==> src/rtl/swsort_pkg.sv <==
// ----------------------------------------------------------------------------
// swsort_pkg: shared types and constants of the sliding window sorter
// Window depth, field widths, the empty marker and the cell control bundle.
// ----------------------------------------------------------------------------
package swsort_pkg;

    localparam int WINDOW = 8;
    localparam int DATA_W = 32;
    localparam int RANK_W = 3;
    localparam int IDX_W  = (WINDOW > 1) ? $clog2(WINDOW) : 1;
    localparam int CNT_W  = $clog2(WINDOW + 1);

    localparam logic signed [DATA_W-1:0] EMPTY_MARK = -32'sd1;
    localparam logic [IDX_W-1:0] OLDEST_AGE = IDX_W'(WINDOW - 1);
    localparam logic [IDX_W-1:0] LAST_PHASE = IDX_W'(WINDOW - 1);

    typedef logic [WINDOW-1:0][DATA_W-1:0] win_t;

    // per-cell control for one clock
    typedef struct packed {
        logic load;       // new sample replaces the oldest entry
        logic sort;       // odd-even exchange phase
        logic take_low;   // cell is the lower member of its pair
        logic take_high;  // cell is the upper member of its pair
    } cell_ctrl_t;

endpackage

==> src/rtl/swsort_cell.sv <==
// ----------------------------------------------------------------------------
// swsort_cell: one slot of the sorted window
// Holds a sample and its age; replaces itself when oldest and trades places
// with a neighbor during the odd-even exchange phases.
// ----------------------------------------------------------------------------
module swsort_cell (
    input  logic                                aclk,
    input  logic                                aresetn,
    input  swsort_pkg::cell_ctrl_t              ctrl,
    input  logic [swsort_pkg::IDX_W-1:0]        init_age,
    input  logic signed [swsort_pkg::DATA_W-1:0] sample,
    input  logic signed [swsort_pkg::DATA_W-1:0] left_val,
    input  logic [swsort_pkg::IDX_W-1:0]        left_age,
    input  logic signed [swsort_pkg::DATA_W-1:0] right_val,
    input  logic [swsort_pkg::IDX_W-1:0]        right_age,
    output logic signed [swsort_pkg::DATA_W-1:0] val,
    output logic [swsort_pkg::IDX_W-1:0]        age
);

    logic signed [swsort_pkg::DATA_W-1:0] val_reg, val_next;
    logic [swsort_pkg::IDX_W-1:0]         age_reg, age_next;

    always_comb begin
        val_next = val_reg;
        age_next = age_reg;
        if (ctrl.load) begin
            if (age_reg == swsort_pkg::OLDEST_AGE) begin
                val_next = sample;
                age_next = '0;
            end else begin
                age_next = age_reg + 1'b1;
            end
        end else if (ctrl.sort) begin
            if (ctrl.take_low && (right_val < val_reg)) begin
                val_next = right_val;
                age_next = right_age;
            end else if (ctrl.take_high && (left_val > val_reg)) begin
                val_next = left_val;
                age_next = left_age;
            end
        end
    end

    always_ff @(posedge aclk) begin
        if (!aresetn) begin
            val_reg <= swsort_pkg::EMPTY_MARK;
            age_reg <= init_age;
        end else begin
            val_reg <= val_next;
            age_reg <= age_next;
        end
    end

    assign val = val_reg;
    assign age = age_reg;

endmodule

==> src/rtl/swsort_drain.sv <==
// ----------------------------------------------------------------------------
// swsort_drain: result shift chain
// Takes a snapshot of the sorted window and shifts it out smallest first,
// one transaction per accepted result.
// ----------------------------------------------------------------------------
module swsort_drain (
    input  logic                                 aclk,
    input  logic                                 aresetn,
    input  logic                                 load,
    input  swsort_pkg::win_t                     load_vals,
    input  logic                                 load_full,
    output logic                                 can_load,
    output logic                                 m_valid,
    input  logic                                 m_ready,
    output logic signed [swsort_pkg::DATA_W-1:0] m_sorted_value,
    output logic [swsort_pkg::RANK_W-1:0]        m_rank,
    output logic                                 m_last_of_run,
    output logic                                 m_window_full
);

    swsort_pkg::win_t                 val_reg, val_next;
    logic [swsort_pkg::IDX_W-1:0]     idx_reg, idx_next;
    logic [swsort_pkg::CNT_W-1:0]     left_reg, left_next;
    logic                             full_reg, full_next;
    logic                             pop;

    assign pop      = m_valid && m_ready;
    assign can_load = (left_reg == '0) || ((left_reg == swsort_pkg::CNT_W'(1)) && m_ready);

    always_comb begin
        val_next  = val_reg;
        idx_next  = idx_reg;
        left_next = left_reg;
        full_next = full_reg;
        if (load) begin
            val_next  = load_vals;
            idx_next  = '0;
            left_next = swsort_pkg::CNT_W'(swsort_pkg::WINDOW);
            full_next = load_full;
        end else if (pop) begin
            val_next  = swsort_pkg::win_t'(val_reg >> swsort_pkg::DATA_W);
            idx_next  = idx_reg + 1'b1;
            left_next = left_reg - 1'b1;
        end
    end

    always_ff @(posedge aclk) begin
        if (!aresetn) begin
            left_reg <= '0;
            idx_reg  <= '0;
        end else begin
            left_reg <= left_next;
            idx_reg  <= idx_next;
        end
        val_reg  <= val_next;
        full_reg <= full_next;
    end

    assign m_valid        = (left_reg != '0);
    assign m_sorted_value = $signed(val_reg[0]);
    assign m_rank         = swsort_pkg::RANK_W'(idx_reg);
    assign m_last_of_run  = (left_reg == swsort_pkg::CNT_W'(1));
    assign m_window_full  = full_reg;

endmodule

==> src/rtl/sliding_window_sorter.sv <==
// ----------------------------------------------------------------------------
// sliding_window_sorter: sliding window sort for a median filter
// Each sample replaces the oldest of WINDOW entries; the window is then put
// in ascending order and sent out as WINDOW results.
// ----------------------------------------------------------------------------
// One sample is taken per transaction on the s_ channel. The window lives in
// a row of WINDOW cells kept in sorted order; each cell carries its sample's
// age. On acceptance the oldest cell takes the new sample, then WINDOW
// odd-even exchange phases between neighboring cells restore the order. The
// sorted row is copied into an output shift chain and emitted smallest
// first, one result per cycle while m_ready is high. The input is busy with
// each sample through the replace, the WINDOW exchange phases and the copy,
// and the copy waits while the previous run is still draining. The window
// resets to all -1, and m_window_full is low for a run whose copied window
// held any entry equal to -1.
// ----------------------------------------------------------------------------
module sliding_window_sorter (
    input  logic                                 aclk,
    input  logic                                 aresetn,
    input  logic                                 s_valid,
    output logic                                 s_ready,
    input  logic signed [swsort_pkg::DATA_W-1:0] s_sample,
    output logic                                 m_valid,
    input  logic                                 m_ready,
    output logic signed [swsort_pkg::DATA_W-1:0] m_sorted_value,
    output logic [swsort_pkg::RANK_W-1:0]        m_rank,
    output logic                                 m_last_of_run,
    output logic                                 m_window_full
);

    logic                         sort_active_reg, sort_active_next;
    logic                         done_reg, done_next;
    logic [swsort_pkg::IDX_W-1:0] phase_reg, phase_next;
    logic                         accept;
    logic                         can_load;
    logic                         load_out;

    swsort_pkg::win_t             cell_val;
    logic [swsort_pkg::IDX_W-1:0] cell_age [swsort_pkg::WINDOW];
    logic [swsort_pkg::WINDOW-1:0] not_empty;
    swsort_pkg::cell_ctrl_t       cell_ctrl [swsort_pkg::WINDOW];

    assign s_ready  = !sort_active_reg && !done_reg;
    assign accept   = s_valid && s_ready;
    assign load_out = done_reg && can_load;

    always_comb begin
        sort_active_next = sort_active_reg;
        done_next        = done_reg;
        phase_next       = phase_reg;
        if (accept) begin
            sort_active_next = 1'b1;
            phase_next       = '0;
        end else if (sort_active_reg) begin
            phase_next = phase_reg + 1'b1;
            if (phase_reg == swsort_pkg::LAST_PHASE) begin
                sort_active_next = 1'b0;
                done_next        = 1'b1;
            end
        end else if (load_out) begin
            done_next = 1'b0;
        end
    end

    always_ff @(posedge aclk) begin
        if (!aresetn) begin
            sort_active_reg <= 1'b0;
            done_reg        <= 1'b0;
            phase_reg       <= '0;
        end else begin
            sort_active_reg <= sort_active_next;
            done_reg        <= done_next;
            phase_reg       <= phase_next;
        end
    end

    genvar i;
    generate
        for (i = 0; i < swsort_pkg::WINDOW; i++) begin : g_cell
            logic signed [swsort_pkg::DATA_W-1:0] lv, rv;
            logic [swsort_pkg::IDX_W-1:0]         la, ra;

            // pairs start at even cells on even phases, odd cells on odd phases
            always_comb begin
                cell_ctrl[i].load      = accept;
                cell_ctrl[i].sort      = sort_active_reg;
                cell_ctrl[i].take_low  = (phase_reg[0] == 1'(i % 2)) &&
                                         (i < swsort_pkg::WINDOW - 1);
                cell_ctrl[i].take_high = (phase_reg[0] != 1'(i % 2)) && (i > 0);
            end

            if (i > 0) begin : g_left
                assign lv = $signed(cell_val[i-1]);
                assign la = cell_age[i-1];
            end else begin : g_left_edge
                assign lv = $signed(cell_val[i]);
                assign la = cell_age[i];
            end

            if (i < swsort_pkg::WINDOW - 1) begin : g_right
                assign rv = $signed(cell_val[i+1]);
                assign ra = cell_age[i+1];
            end else begin : g_right_edge
                assign rv = $signed(cell_val[i]);
                assign ra = cell_age[i];
            end

            swsort_cell u_cell (
                .aclk      (aclk),
                .aresetn   (aresetn),
                .ctrl      (cell_ctrl[i]),
                .init_age  (swsort_pkg::IDX_W'(i)),
                .sample    (s_sample),
                .left_val  (lv),
                .left_age  (la),
                .right_val (rv),
                .right_age (ra),
                .val       (cell_val[i]),
                .age       (cell_age[i])
            );

            assign not_empty[i] = ($signed(cell_val[i]) != swsort_pkg::EMPTY_MARK);
        end
    endgenerate

    swsort_drain u_drain (
        .aclk           (aclk),
        .aresetn        (aresetn),
        .load           (load_out),
        .load_vals      (cell_val),
        .load_full      (&not_empty),
        .can_load       (can_load),
        .m_valid        (m_valid),
        .m_ready        (m_ready),
        .m_sorted_value (m_sorted_value),
        .m_rank         (m_rank),
        .m_last_of_run  (m_last_of_run),
        .m_window_full  (m_window_full)
    );

    // accepted transaction always starts a sort pass
    assert property (@(posedge aclk) disable iff (!aresetn)
        accept |=> sort_active_reg && (phase_reg == '0))
        else $error("sort pass did not start after input transaction");

    // last exchange phase hands over to the copy stage
    assert property (@(posedge aclk) disable iff (!aresetn)
        (sort_active_reg && (phase_reg == swsort_pkg::LAST_PHASE) && !accept)
        |=> done_reg && !sort_active_reg)
        else $error("sort pass did not finish after the last phase");

    assert property (@(posedge aclk) disable iff (!aresetn)
        !(sort_active_reg && done_reg))
        else $error("sorting and copy pending at once");

    // final result of a run carries the top rank
    assert property (@(posedge aclk) disable iff (!aresetn)
        (m_valid && m_last_of_run) |-> (m_rank == swsort_pkg::RANK_W'(swsort_pkg::WINDOW - 1)))
        else $error("last result has wrong rank");

endmodule
==> config.mk <==
export PLATFORM = sky130hd
export DESIGN_NAME = sliding_window_sorter
export DESIGN_NICKNAME = d
export VERILOG_FILES = /design/src/rtl/swsort_pkg.sv /design/src/rtl/swsort_cell.sv /design/src/rtl/swsort_drain.sv /design/src/rtl/sliding_window_sorter.sv
export SDC_FILE = /design/constraint.sdc
export NUM_CORES = 2
export LEC_CHECK = 0
export BUFFER_PORTS_ARGS = -buffer_cell sky130_fd_sc_hd__buf_4
export CORE_MARGIN = 8
export CORE_UTILIZATION = 65
export CTS_BUF_LIST = sky130_fd_sc_hd__clkbuf_2 sky130_fd_sc_hd__clkbuf_4 sky130_fd_sc_hd__clkbuf_8
export DETAILED_ROUTE_END_ITERATION = 16
export MAX_ROUTING_LAYER = met4
export PLACE_DENSITY = 0.83
export SLEW_MARGIN = 20
export SYNTH_ARGS = -nofsm -noshare
export SYNTH_HDL_FRONTEND = slang
export SYNTH_SLANG_ARGS = --single-unit
==> constraint.sdc <==
create_clock -name aclk -period 10.23 [get_ports aclk]
set_input_delay 2.5575 -clock aclk [delete_from_list [all_inputs] [get_ports aclk]]
set_output_delay 2.5575 -clock aclk [all_outputs]
set_load 0.1 [all_outputs]
Word-level counts from Yosys, hierarchy flattened

Cells that the tools add are included.

Bitwise gates (word level): 3
Reduce and logical (&&, ||, !) cells: 55
Magnitude comparators: 14
Eq/ne operators: 27
Multiplexer cells: 86
Add/sub/neg operators: 11

Operators with widths:

| kind                  | number |
|---|---|
| $mux W32              | 38 |
| $mux W256             | 2 |
| $ne A32 B1 Y1 const B | 8 |
| $gt A32 B32 Y1        | 7 |
| $lt A32 B32 Y1        | 7 |
| $mux W3               | 38 |
| $add A3 B1 Y3 const B | 10 |
| $eq A3 B3 Y1 const B  | 9 |
| $reduce_and A3 Y1     | 9 |
| $logic_and A1 B1 Y1   | 19 |
| $ne A2 B1 Y1 const B  | 9 |
| $reduce_bool A3 Y1    | 6 |
| $reduce_and A2 Y1     | 8 |
| $reduce_bool A2 Y1    | 5 |
| $mux W4               | 2 |
| $reduce_and A8 Y1     | 1 |
| $mux W1               | 6 |
| $eq A4 B1 Y1 const B  | 1 |
| $logic_not A4 Y1      | 1 |
| $reduce_bool A4 Y1    | 1 |
| $reduce_or A2 Y1      | 2 |
| $sub A4 B1 Y4 const B | 1 |
| $not A1 Y1            | 3 |
| $logic_not A1 Y1      | 2 |
| $logic_or A1 B1 Y1    | 1 |

Output and inout bits: 39
Logic and storage cells: 227
Input port bits: 36
Bits in registers: 549

Depth between registers and ports, before layout

Depth after elaboration: 6
Gate-level depth with buffers: 15
Mapped depth without buffers: 12

Hierarchy

A second synthesis with hierarchy kept.

Cells, all modules: 4051
Area total of the unflattened synthesis: 40761.6 um^2

By module, submodules not included:

| module                | times used | sequential area each (um^2) | cells an instance | area an instance (um^2) |
|---|---|---|---|---|
| swsort_cell           | 8          | 730.7                       | 415               | 3595.9 |
| swsort_drain          | 1          | 7857.5                      | 619               | 11213.3 |
| sliding_window_sorter | 1          | 100.1                       | 112               | 780.7 |

Least setup slack after synthesis

OpenSTA, ideal clock, no wires.

Path type: input port to flip-flop
Start point: in m_ready
End point: reg u_drain.val_reg (netlist bit u_drain.m_sorted_value[0]), enable pin
Buffers on the path: 0
Cell stages on the path: 2
Required time: 8268 ps
Setup slack: 1486 ps
Data arrival time: 6783 ps
Setup time: 1962 ps
Cells stage by stage: nand2_1 -> nand2_1

Word-level cells in the longest chain between the ends: 4
Elaborated cells between the ends (all ways): 5
Classes of those cells: reduce/logical (5)

RTL lines:

| element                               | line                        | text |
|---|---|---|
| from (decl)                           | sliding_window_sorter.sv:24 | `input logic m_ready,` |
| $logic_and A1 B1 Y1                   | swsort_drain.sv:28          | `assign can_load = (left_reg == '0) \|\| ((left_reg == swsort_pkg::CNT_W'(1)) && m_ready);` |
| $logic_or A1 B1 Y1                    | swsort_drain.sv:28          |  |
| $logic_and A1 B1 Y1                   | sliding_window_sorter.sv:45 | `assign load_out = done_reg && can_load;` |
| $reduce_bool A2 Y1 (no source line) * | -                           |  |
| to (signal assigned)                  | swsort_drain.sv:55          | `val_reg <= val_next;` |
| to (decl)                             | swsort_drain.sv:21          | `swsort_pkg::win_t val_reg, val_next;` |

Mark *: on every way between the ends. The rest lies on a longest branch, timed or not.
A chain may end at the register's enable or synchronous reset.

Worst setup path in the final report

Start point: reg g_cell[2].u_cell.val_reg (netlist bit g_cell[2].u_cell.val[31])
End point: reg g_cell[2].u_cell.val_reg (netlist bit g_cell[2].u_cell.val[6])

Word-level cells in the longest chain between the ends: 5
Elaborated cells between the ends (all ways): 9
Classes of those cells: order compare (2); mux (3); reduce/logical (4)

RTL lines:

| element                | line              | text |
|---|---|---|
| from (decl)            | swsort_cell.sv:20 | `logic signed [swsort_pkg::DATA_W-1:0] val_reg, val_next;` |
| from (signal assigned) | swsort_cell.sv:46 | `val_reg <= swsort_pkg::EMPTY_MARK;` |
| from (signal assigned) | swsort_cell.sv:49 | `val_reg <= val_next;` |
| $lt A32 B32 Y1         | swsort_cell.sv:34 | `if (ctrl.take_low && (right_val < val_reg)) begin` |
| $logic_and A1 B1 Y1    | swsort_cell.sv:34 |  |
| $mux W32               | swsort_cell.sv:34 |  |
| $mux W32               | swsort_cell.sv:33 | `end else if (ctrl.sort) begin` |
| $mux W32               | swsort_cell.sv:26 | `if (ctrl.load) begin` |

Parallel ways exist; a longest one is shown, timed or not. The select of a mux whose other input is x is not followed.

==> results.yml <==
status:
  status: "finished, final reports clean"
timing:
  maxSlewViolCount: 0
  max-slew-margin-rel_pct: 9.83
  postLayoutSetupSlackWorst_ns: 4.61
  period_share_pct: 54.9
  setup_viol: 0
  tns_ns: 0
  tightest_slew_ns: 1.34
  fin_crit_ns: 5.62
  finalHoldViolCount: 0
  clock_skew_ns: 0.0242
  fmax_mhz: 178
  rsz0062_at_grt: "false"
synth:
  ys_seq_elements: 549
  synth-compound-area-share_pct: 21.6
  synthArstFlopShare_pct: 0
  mappedNetlistArea_um2: 30600
  yosysMostFrequentCell: "nand2_1"
  synth_edf_count: 257
  synth-simple-area-share_pct: 16.9
  ys_seq_area_share_pct: 44.3
  synth_area_leaders: "edfxtp_1, dfxtp_1, ha_1"
  synth-adder-area-share_pct: 9.94
  ys_top_cells_by_count: "nand2_1, o21ai_0, dfxtp_1"
  synth_nets: 3708
  synth_xor_area_share_pct: 0.200
  synth_warnings: 0
  netlist_instances: 3429
  synth_mux_area_share_pct: 0.618
  synth_top_cell_by_area: "edfxtp_1"
  synth_ff_type: "dfxtp_1"
  synth.distinct_cells: 73
  synth_top_family_by_area: "compound AO/OA/AOI/OAI gates"
  synth_top_area_share_pct: 25.2
  syn_area_per_cell_um2: 8.92
min_path:
  min_path_cells: 2
  hp-start: "u_drain.m_rank[1]$_SDFFE_PP0P_"
  min_path_type: "reg2reg"
power_and_ir_drop:
  power.density_nw_per_um2: 407
  leakage_uw: 0.0150
  ir_drop_uv: 498
setup_path:
  end_kind: "flip-flop"
  cpMaxStageDelayCell: "and2_0"
  critPathKind: "reg2reg"
  crit_start: "g_cell[2].u_cell.val[31]$_SDFFE_PN1P_"
  crit_path_frequent_cell: "buf_4"
  crit_path_max_incr_delay_ns: 0.91
  cp-start-kind: "flip-flop"
  crit_end: "g_cell[2].u_cell.val[6]$_SDFFE_PN1P_"
  crit_fanout: 40
  cp_data_required_time_ns: 10.79
  reg2reg_depth: 13
  reg2reg_slack_ns: 4.61
  rr_startpoint: "g_cell[2].u_cell.val[31]$_SDFFE_PN1P_"
  r2r_end: "g_cell[2].u_cell.val[6]$_SDFFE_PN1P_"
  worstPathArrival_ns: 6.18
  critical_path.cell_chain: "inv_1 -> ha_1 -> nand4_1 -> nor4_1 -> nand2_1 -> or3_1 -> nand4b_1 -> buf_4 -> inv_2 -> o21ai_2 -> and2_0 -> buf_4 -> o41ai_1"
global_routing:
  grt_pass1_wl_mm: 160
  overflow: 0
  grt_usage_pct: 39.5
  first_global_vias: 26259
  grt_max_degree: 224
  grt_antenna_before_repair: 3
floorplanning:
  dieArea_um2: 54300
  dieWidth_um: 233
  die_height_um: 233
  start_util_pct: 65.7
  coreArea_um2: 46600
  io_pins: 75
  rows: 79
clock_network:
  clk_pin_slew_ns: 0.06
  hold_buffers: 0
  cts.sink_count: 549
  post_cts_buffers: 0
  cts.path.max_buffers: 3
  clock_latency_ns: 0.72
  ctsResizeCount: 0
  cts_root_buf: "clkbuf_8"
  cts_buffers: 93
  cts_tree: "yes"
  cts.htree.levels: 3
routing:
  antenna_left: 0
  drc_errors: 0
  dr.first_iter.drc_count: 5152
  via_count: 28612
  totalWireLength_mm: 107
  vias_per_cell: 7.07
  drt-pass1-iter-count: 9
  avgRoutedWirePerCell_um: 26.5
finish:
  final_core_util_pct: 71.0
  largest_reg_flops: 256
  nets: 3635
  areaGrowthSynthToFinish_pct: 8.11
  layout-drive-gt1-share_pct: 8.76
  fillers: 3466
placed_design:
  hpwl_mm: 74.1
  dp_slack_ns: 3.76
  port_buffers: 74
  gp_congestion: 1.04
flow_run:
  maxCapViolCount: 0
==> kinds of logic after synthesis <==
group	Yosys count
multiplexers	18
AND/OR/NAND/NOR	1145
flip-flops	549
buffers and inverters	481
AO/OA/AOI/OAI	986
adder cells (fa/ha/maj)	243
XOR/XNOR	7
==> layout make-up <==
type / instances / area (um^2) / area share, %
clock buffer: 146 / 1790 / 5.41
sequential: 549 / 13600 / 41.0
antenna: 6 / 15.0 / 0.0454
tap: 607 / 759 / 2.30
clock inverter: 28 / 180 / 0.545
inverter: 208 / 785 / 2.37
timing repair buffer: 105 / 813 / 2.46
multi-input combinational: 2399 / 15200 / 45.9
==> metal layers <==
metal / global-route usage [%] / up-vias / share of wire [%]
li1: - / 12554 / -
met1: 55.3 / 13530 / 41
met2: 52.0 / 2242 / 40
met3: 14.6 / 286 / 16
met4: 13.1 / 0 / 3.5
met5: - / - / 0
==> metrics by stage <==
| step | total power [uW] | std cells | instance area (um^2) | hold slack, ns |
|---|---|---|---|---|
| 4_1_cts | 13100 | 4042 | 33000 | 0.494 |
| 6_report | 13500 | 4048 | 33100 | 0.500 |
| 3_5_place_dp | 11000 | 3868 | 31100 | 0.484 |
| 3_3_place_gp | 10700 | 3868 | 31100 | 0.474 |
| 2_1_floorplan | 8880 | 3429 | 30600 | 0.466 |
| 5_1_grt | 14100 | 4047 | 33100 | 0.536 |
==> critical path, delay by kind of cell, from the launching register on <==
| family | cells | cell delay [ns] |
|---|---|---|
| adders and majority gates | 1 | 0.46 |
| buffers and inverters | 4 | 1.70 |
| AOI/OAI and AO/OA | 2 | 0.41 |
| DFF | 1 | 0.41 |
| and+or+nand+nor | 6 | 2.45 |
==> worst min-delay path by stage <==
| stage | endpoint | slack, ns |
|---|---|---|
| finish | u_drain.m_rank[1]$_SDFFE_PP0P_ | 0.50 |
| global route | u_drain.m_sorted_value[31]$_DFFE_PP_ | 0.54 |
| CTS | u_drain.m_rank[1]$_SDFFE_PP0P_ | 0.49 |
| detailed placement | u_drain.m_rank[1]$_SDFFE_PP0P_ | 0.48 |
| global placement | u_drain.m_rank[1]$_SDFFE_PP0P_ | 0.47 |
| floorplan | g_cell[7].u_cell.age[2]$_SDFFE_PN1P_ | 0.47 |
==> cell usage in the layout, fill, tap and decap left out, types with 107 or more instances in the layout <==
master    count
a211oi_1    107
a21oi_1     110
clkbuf_8    111
dfxtp_1     292
edfxtp_1    257
ha_1        243
inv_1       203
nand2_1     563
nor2_1      171
nor3_1      111
o21ai_0     350
==> where the power goes <==
part	total, uW	internal (uW)	switching [uW]
clock	2090	1140	953
combinational	7220	2330	4900
sequential	4130	3270	858
Power figures use the tool's default switching activity.
